## src/mbrc_pkg.sv

```systemverilog
// mbrc_pkg: shared types, constants and the CRC-16/MODBUS byte update
// for the Modbus RTU response checker
// no dependencies
package mbrc_pkg;

    // frame length saturation and derived widths
    localparam int MAX_FRAME_BYTES = 256;
    localparam int LEN_W           = $clog2(MAX_FRAME_BYTES + 1);
    localparam int CMP_W           = 10;

    localparam logic [15:0] CRC_INIT = 16'hFFFF;
    localparam logic [15:0] CRC_POLY = 16'hA001;
    localparam logic [7:0]  EXC_FLAG = 8'h80;

    // header size, frame lengths and crc size
    localparam int HDR_LEN         = 3;
    localparam int MIN_FRAME_BYTES = 5;
    localparam int WRITE_FRAME_LEN = 8;
    localparam int CRC_BYTES       = 2;

    // verdict codes
    typedef enum logic [2:0] {
        ST_OK        = 3'd0,
        ST_SHORT     = 3'd1,
        ST_CRC       = 3'd2,
        ST_ADDRESS   = 3'd3,
        ST_EXCEPTION = 3'd4,
        ST_FUNCTION  = 3'd5,
        ST_LENGTH    = 3'd6,
        ST_ECHO      = 3'd7
    } status_t;

    // configuration register indexes
    typedef enum logic [2:0] {
        REG_SLAVE_ADDRESS     = 3'd0,
        REG_RESPONSE_KIND     = 3'd1,
        REG_EXPECTED_COUNT    = 3'd2,
        REG_EXPECTED_REGISTER = 3'd3,
        REG_EXPECTED_VALUE    = 3'd4,
        REG_READ_FUNCTION     = 3'd5,
        REG_WRITE_FUNCTION    = 3'd6,
        REG_UNUSED            = 3'd7
    } reg_index_t;

    localparam logic RESULT_PAYLOAD = 1'b0;
    localparam logic RESULT_VERDICT = 1'b1;
    localparam logic KIND_READ      = 1'b0;

    // configuration as seen by the checker core
    typedef struct packed {
        logic [7:0]  slave_address;
        logic        response_kind;
        logic [6:0]  expected_count;
        logic [15:0] expected_register;
        logic [15:0] expected_value;
        logic [6:0]  read_function_code;
        logic [6:0]  write_function_code;
    } cfg_t;

    // one result item from the core
    typedef struct packed {
        logic       valid;
        logic       result_kind;
        logic [7:0] payload_byte;
        logic [7:0] payload_index;
        status_t    status;
        logic [7:0] exception_code;
        logic       frame_done;
    } result_t;

    // crc-16/modbus over one byte, lsb first
    function automatic logic [15:0] crc16_byte(input logic [15:0] crc, input logic [7:0] b);
        logic [15:0] c;
        c = crc ^ {8'h00, b};
        for (int i = 0; i < 8; i++) begin
            c = c[0] ? ((c >> 1) ^ CRC_POLY) : (c >> 1);
        end
        return c;
    endfunction

endpackage

```

## src/mbrc_frame_check.sv

```systemverilog
// mbrc_frame_check: per-frame state (crc, length, header capture) and the
// combinational payload/verdict decision for one byte
// depends on mbrc_pkg
module mbrc_frame_check (
    input  logic            aclk,
    input  logic            aresetn,
    input  logic            step,
    input  logic [7:0]      rx_byte,
    input  logic            end_of_frame,
    input  mbrc_pkg::cfg_t  cfg,
    output mbrc_pkg::result_t result
);
    import mbrc_pkg::*;

    logic [LEN_W-1:0] frame_length_reg, frame_length_next;
    logic [15:0]      crc_reg, crc_next;
    logic [7:0]       address_reg, address_next;
    logic [7:0]       function_reg, function_next;
    logic [7:0]       third_reg, third_next;
    logic [15:0]      echo_reg_word_reg, echo_reg_word_next;
    logic [15:0]      echo_val_word_reg, echo_val_word_next;

    logic             counted;
    logic [CMP_W-1:0] pos_ext, len_ext, third_ext;
    logic [CMP_W-1:0] data_off;
    logic             in_data_area;
    logic [6:0]       fn;
    status_t          status;
    logic [7:0]       exc_code;

    // crc, length and header capture for this byte
    always_comb begin
        counted            = frame_length_reg < LEN_W'(MAX_FRAME_BYTES);
        crc_next           = crc16_byte(crc_reg, rx_byte);
        frame_length_next  = frame_length_reg;
        address_next       = address_reg;
        function_next      = function_reg;
        third_next         = third_reg;
        echo_reg_word_next = echo_reg_word_reg;
        echo_val_word_next = echo_val_word_reg;
        if (counted) begin
            case (frame_length_reg)
                LEN_W'(0): address_next = rx_byte;
                LEN_W'(1): function_next = rx_byte;
                LEN_W'(2): begin
                    third_next         = rx_byte;
                    echo_reg_word_next = {rx_byte, 8'h00};
                end
                LEN_W'(3): echo_reg_word_next = {echo_reg_word_reg[15:8], rx_byte};
                LEN_W'(4): echo_val_word_next = {rx_byte, 8'h00};
                LEN_W'(5): echo_val_word_next = {echo_val_word_reg[15:8], rx_byte};
                default: ;
            endcase
            frame_length_next = frame_length_reg + LEN_W'(1);
        end
    end

    // verdict against the state after this byte
    always_comb begin
        pos_ext      = CMP_W'(frame_length_reg);
        len_ext      = CMP_W'(frame_length_next);
        third_ext    = CMP_W'(third_next);
        data_off     = pos_ext - CMP_W'(HDR_LEN);
        in_data_area = (pos_ext >= CMP_W'(HDR_LEN)) && (data_off < CMP_W'(third_reg));
        fn           = cfg.response_kind ? cfg.write_function_code : cfg.read_function_code;
        status       = ST_OK;
        exc_code     = 8'h00;
        if (len_ext < CMP_W'(MIN_FRAME_BYTES)) begin
            status = ST_SHORT;
        end else if (crc_next != 16'h0000) begin
            status = ST_CRC;
        end else if (address_next != cfg.slave_address) begin
            status = ST_ADDRESS;
        end else if (function_next == ({1'b0, fn} | EXC_FLAG)) begin
            status   = ST_EXCEPTION;
            exc_code = third_next;
        end else if (function_next != {1'b0, fn}) begin
            status = ST_FUNCTION;
        end else if (cfg.response_kind == KIND_READ) begin
            if (third_next != {cfg.expected_count, 1'b0} ||
                len_ext != third_ext + CMP_W'(MIN_FRAME_BYTES)) begin
                status = ST_LENGTH;
            end
        end else begin
            if (len_ext != CMP_W'(WRITE_FRAME_LEN)) begin
                status = ST_LENGTH;
            end else if (echo_reg_word_next != cfg.expected_register ||
                         echo_val_word_next != cfg.expected_value) begin
                status = ST_ECHO;
            end
        end
    end

    // result item for this byte
    always_comb begin
        result = '0;
        if (end_of_frame) begin
            result.valid          = 1'b1;
            result.result_kind    = RESULT_VERDICT;
            result.status         = status;
            result.exception_code = exc_code;
            result.frame_done     = 1'b1;
        end else begin
            result.valid         = (cfg.response_kind == KIND_READ) && counted && in_data_area;
            result.result_kind   = RESULT_PAYLOAD;
            result.payload_byte  = rx_byte;
            result.payload_index = data_off[7:0];
            result.status        = ST_OK;
        end
    end

    // frame state, cleared after the last byte
    always_ff @(posedge aclk) begin
        if (!aresetn || (step && end_of_frame)) begin
            frame_length_reg  <= '0;
            crc_reg           <= CRC_INIT;
            address_reg       <= '0;
            function_reg      <= '0;
            third_reg         <= '0;
            echo_reg_word_reg <= '0;
            echo_val_word_reg <= '0;
        end else if (step) begin
            frame_length_reg  <= frame_length_next;
            crc_reg           <= crc_next;
            address_reg       <= address_next;
            function_reg      <= function_next;
            third_reg         <= third_next;
            echo_reg_word_reg <= echo_reg_word_next;
            echo_val_word_reg <= echo_val_word_next;
        end
    end

endmodule

```

## src/modbus_response_checker_unit.sv

```systemverilog
// modbus_response_checker_unit: top level of the Modbus RTU response checker
// depends on mbrc_pkg and mbrc_frame_check
//
// Usage: the bytes of one received response frame enter on the s_ channel,
// one item per byte, s_tlast on the final byte. For a read response the
// register data bytes come out on the m_ channel as tentative payload items
// (m_tuser low) while the frame streams in; the final byte gives one verdict
// item (m_tuser high, m_tlast high) with the status code and, for an
// exception, the exception code. Bytes outside the data area give no item.
// Configuration is written through cfg_wr_en/cfg_addr/cfg_wr_data while no
// frame is in flight; unknown indexes are ignored.
// An accepted byte passes the input register, then the result register, on
// its way to the m_ channel. Throughput: one byte per cycle while m_tready
// stays high, set by the byte-wide crc network and frame state update.
// Reset (aresetn low, synchronous) loads the register defaults, clears the
// frame state and empties both registers. When the receiver stalls, the
// result register holds its item and the input register still takes one more
// byte; s_tready drops only when both are full.
module modbus_response_checker_unit (
    input  logic        aclk,
    input  logic        aresetn,
    // input channel
    input  logic        s_tvalid,
    output logic        s_tready,
    input  logic [7:0]  s_tdata,   // [7:0] rx_byte
    input  logic        s_tlast,   // end_of_frame
    // result channel
    output logic        m_tvalid,
    input  logic        m_tready,
    // [7:0] payload_byte, [15:8] payload_index, [18:16] status,
    // [26:19] exception_code, [31:27] zero
    output logic [31:0] m_tdata,
    output logic        m_tuser,   // result_kind
    output logic        m_tlast,   // frame_done
    // configuration write port
    input  logic        cfg_wr_en,
    input  logic [2:0]  cfg_addr,
    input  logic [15:0] cfg_wr_data
);
    import mbrc_pkg::*;

    cfg_t       cfg_reg;
    logic       in_valid_reg;
    logic [7:0] in_byte_reg;
    logic       in_last_reg;
    logic       out_valid_reg;
    result_t    out_reg;
    result_t    result;
    logic       advance;
    logic       step;

    // configuration registers
    always_ff @(posedge aclk) begin
        if (!aresetn) begin
            cfg_reg.slave_address       <= 8'd1;
            cfg_reg.response_kind       <= KIND_READ;
            cfg_reg.expected_count      <= 7'd1;
            cfg_reg.expected_register   <= 16'd0;
            cfg_reg.expected_value      <= 16'd0;
            cfg_reg.read_function_code  <= 7'd3;
            cfg_reg.write_function_code <= 7'd6;
        end else if (cfg_wr_en) begin
            case (reg_index_t'(cfg_addr))
                REG_SLAVE_ADDRESS:     cfg_reg.slave_address       <= cfg_wr_data[7:0];
                REG_RESPONSE_KIND:     cfg_reg.response_kind       <= cfg_wr_data[0];
                REG_EXPECTED_COUNT:    cfg_reg.expected_count      <= cfg_wr_data[6:0];
                REG_EXPECTED_REGISTER: cfg_reg.expected_register   <= cfg_wr_data;
                REG_EXPECTED_VALUE:    cfg_reg.expected_value      <= cfg_wr_data;
                REG_READ_FUNCTION:     cfg_reg.read_function_code  <= cfg_wr_data[6:0];
                REG_WRITE_FUNCTION:    cfg_reg.write_function_code <= cfg_wr_data[6:0];
                default: ;
            endcase
        end
    end

    // pipeline moves when the result register is free or being drained
    assign advance  = !out_valid_reg || m_tready;
    assign s_tready = !in_valid_reg || advance;
    assign step     = in_valid_reg && advance;

    // input register
    always_ff @(posedge aclk) begin
        if (!aresetn) begin
            in_valid_reg <= 1'b0;
        end else if (s_tready) begin
            in_valid_reg <= s_tvalid;
        end
    end

    always_ff @(posedge aclk) begin
        if (s_tready && s_tvalid) begin
            in_byte_reg <= s_tdata;
            in_last_reg <= s_tlast;
        end
    end

    mbrc_frame_check u_frame_check (
        .aclk         (aclk),
        .aresetn      (aresetn),
        .step         (step),
        .rx_byte      (in_byte_reg),
        .end_of_frame (in_last_reg),
        .cfg          (cfg_reg),
        .result       (result)
    );

    // result register
    always_ff @(posedge aclk) begin
        if (!aresetn) begin
            out_valid_reg <= 1'b0;
        end else if (advance) begin
            out_valid_reg <= step && result.valid;
        end
    end

    always_ff @(posedge aclk) begin
        if (step && result.valid) begin
            out_reg <= result;
        end
    end

    assign m_tvalid = out_valid_reg;
    assign m_tdata  = {5'b00000, out_reg.exception_code, out_reg.status,
                       out_reg.payload_index, out_reg.payload_byte};
    assign m_tuser  = out_reg.result_kind;
    assign m_tlast  = out_reg.frame_done;

endmodule

```

## config.mk

```make
export PLATFORM = sky130hd
export DESIGN_NAME = modbus_response_checker_unit
export DESIGN_NICKNAME = d
export VERILOG_FILES = /design/src/mbrc_pkg.sv /design/src/mbrc_frame_check.sv /design/src/modbus_response_checker_unit.sv
export SDC_FILE = /design/constraint.sdc
export NUM_CORES = 1
export LEC_CHECK = 0
export BUFFER_PORTS_ARGS = -buffer_cell sky130_fd_sc_hd__buf_2
export CORE_ASPECT_RATIO = 0.8
export CORE_UTILIZATION = 63
export CTS_BUF_LIST = sky130_fd_sc_hd__clkbuf_8
export DETAILED_ROUTE_END_ITERATION = 8
export PLACE_DENSITY = 0.83
export SYNTH_ARGS = -nofsm -noshare
export SYNTH_HDL_FRONTEND = slang
export SYNTH_SLANG_ARGS = --single-unit
```

## constraint.sdc

```tcl
create_clock -name aclk -period 4.7 [get_ports aclk]
set_input_delay 0.47 -clock aclk [delete_from_list [all_inputs] [get_ports aclk]]
set_output_delay 0.47 -clock aclk [all_outputs]
set_load 0.02 [all_outputs]
```

==> results.md <==
- N_diodes: 0
- Row count: 40
- Metal2 WL: 11100 um
- P_leak: 3.81 nW
- Status: finished, final reports clean
- H-tree level count: 4
- First-pass GRT wire length: 42400 um
- Syn_area_per_cell: 8.44 sq um
- Max reg flops: 62
- Flip-flop and latch count after synthesis: 182
- Crit Path Category: reg -> reg
- Final Core Density: 0.700
- Power per Cell Area: 314 nW/um^2
- Internal Power: 2.39 mW
- DR WL/cell: 19.8 um
- Main area contributors after synthesis: dfxtp_1 30%, edfxtp_1 11%, nand2_1 8.2%, a21boi_0 3.9%, xnor2_1 3.3%
- Setup violators final: 0
- Ys async rst share: 0
- Vias after detailed routing: 8798
- Worst vdd ir: 0.191 mV
- Placed cells: 1343
- Top Metal Used: met4
- Crit-path max FO: 8
- Top FF cell, synth: dfxtp_1
- Top-count cell post-synth: nand2_1
- GPL Wtd Cong: 0.967
- Clock Power Share: 0.357
- Post-synthesis cell type count: 70
- Critical-path top delay cell: or4b_2
- Drt via density: 6.40
- CTS-repair resized insts: 0
- CP Capture Type: flip-flop
- Post-CTS Hold Fix Bufs: 0
- Initial core utilization: 0.646
- CP arrival: 4.59 ns
- Wirelength, routed: 27200 um
- Crit start category: flip-flop
- Max-cap viol count: 0
- Least-Margin Pin Slew: 1.02 ns
- Hold Slack: 0.165 ns
- Post-synth top cells: 212 x nand2_1, 145 x dfxtp_1, 75 x nor2_1
- DP Wirelength: 19000 um
- Placed Area: 10100 sq um
- Synth Instances: 1148
- DRT Pass-1 Iters: 8
- Family with the most delay on the worst path: simple AND/OR/NAND/NOR gates
- Synth area leader: dfxtp_1
- Final-stage net count: 1218
- Worst slew margin: 0.315
- Unrepaired setup endpoints after global routing: false
- Reg power frac: 0.507
- Clk buf depth: 2
- Die Y: 113 um
- Sw Ratio: 0.277
- Worst path max stage delay: 0.58 ns
- Clk_lat worst skew: 0.48 ns
- CP Cell Sequence: xnor2_1 -> xnor2_1 -> xor3_1 -> xnor2_1 -> ha_1 -> or4b_2 -> nor3_1 -> nand3_1 -> nor4b_1 -> nand4_1 -> or3_1 -> a21oi_1
- Part of the cycle the worst path needs: 0.905
- Max-slew violations: 0
- TNS Setup: 0 ns
- Pre-CTS setup slack: 0.472 ns
- Post-route design area: 10500 sq um
- Cell area after synthesis: 9690 sq um
- Post-CTS setup repair buffer count: 0
- Final hold vios: 0
- Vias in the first global route: 7770
- Sw power: 0.913 mW
- Synth warn: 0
- P&R area growth vs syn: 8.45%
- Layout cell share with drive strength beyond 1: 0.122
- Met1 Wirelength: 12200 um
- CP bufs+invs: 0
- Antenna-violating nets left: 0
- Most frequent cell on the critical path: xnor2_1
- CTS tree: built
- Overflow after GRT: 0
- Final min period: 4.25 ns
- Synth top area share: 0.299
- EDFF count, synth: 37
- Sequential fraction of the synthesis area: 0.414
- Fmax: 0.235 GHz
- GRT Overall Usage: 0.348
- Total power: 3.30 mW
- Gate power share: 0.136
- Clock slew at reported path FFs: 0.10 ns
- CP required: 5.04 ns
- Clock root buffer: clkbuf_8
- Die area: 15900 sq um
- Max Clock Skew: 0.0126 ns
- # DRC: 0
- Initial antenna violation count: 0
- Routed wl met3: 3210 um
- Post-Layout Cell Count: 1374
- Core area: 15000 sq um
- Hold crit path type: in -> reg
- Initial drt markers: 1382
- Ports: 69
- Setup ws final: 0.446 ns
- Chip width: 141 um
- CTS Buf Count: 17
- CTS sink cnt: 182
- Largest net degree at the start of global routing: 67
- Port Buffers: 63
-- worst reg2reg max path: cells and delay by family (launching register included) --
kind | cells | cell delay (ns)
simple gates | 6 | 2.10
xor+xnor | 4 | 1.27
fa+ha+maj | 1 | 0.17
flops | 1 | 0.41
compound gates | 1 | 0.17
-- metal layers --
metal  up-vias  GRT usage
met5         -          0
met4         0      0.118
met3        54     0.0834
met1      4077      0.519
li1       4127          -
met2       540      0.488
-- area by class of cell --
class	instances	area, sq um
Multi-Input combinational cell	848	5210
Fill cell	1213	4500
Sequential cell	182	4010
Timing Repair Buffer	84	473
Tap cell	189	236
Clock buffer	17	234
Clock inverter	14	195
Inverter	40	150
-- power by group through the flow --
stage                     logic (mW)  clock network, mW  registers [mW]
final                          0.450               1.18            1.67
after global routing           0.485               1.25            1.68
after CTS                      0.439               1.18            1.67
after detailed placement       0.436                  0            1.71
after global placement         0.435                  0            1.71
after floorplan                0.308                  0            1.70
-- path summary, 6_finish.rpt --
kind / start / to / slack (ns) / cells past startpoint
min reg2reg: u_frame_check.function_reg[7] / u_frame_check.function_reg[7] / 0.46 / 2
max: in_byte_reg[3] / m_tdata[19] / 0.45 / 12
max reg2reg: in_byte_reg[3] / m_tdata[19] / 0.45 / 12
min: s_tdata[4] / in_byte_reg[4] / 0.17 / 1
-- cell families (layout without fill, tap and decap cells) --
| family | after synthesis | after routing | share of synthesized area |
|---|---|---|---|
| flip-flops | 182 | 182 | 0.414 |
| other | 1 | 5 | 0.000387 |
| AO/OA/AOI/OAI | 266 | 266 | 0.192 |
| multiplexers | 33 | 33 | 0.0354 |
| XOR/XNOR | 62 | 62 | 0.0576 |
| AND/OR/NAND/NOR | 470 | 470 | 0.234 |
| buffers and inverters | 122 | 155 | 0.0519 |
| adder cells (fa/ha/maj) | 12 | 12 | 0.0155 |
-- placed cells by master (no fill, tap or decap), types with 7 or more instances in the layout --
cell and count:
nor2b_1 21, mux2i_1 23, nor2_1 75, and3_1 9, nor4_1 10, nand3_1 32, clkbuf_8 17, dfxtp_1 145
o22ai_1 13, ha_1 12, a221oi_1 9, a222oi_1 7, a21boi_0 50, a31oi_1 12, o21ai_0 16, o31ai_1 22
nand2b_1 8, buf_2 63, nand2_1 211, a22oi_1 36, mux2_2 10, and2_1 20, o211ai_1 15, inv_1 41
nor3_1 23, edfxtp_1 37, nand4_1 17, xnor2_1 36, buf_4 21, xor2_1 25, a21oi_1 54
No activity file was read; power rests on OpenSTA's default activity.
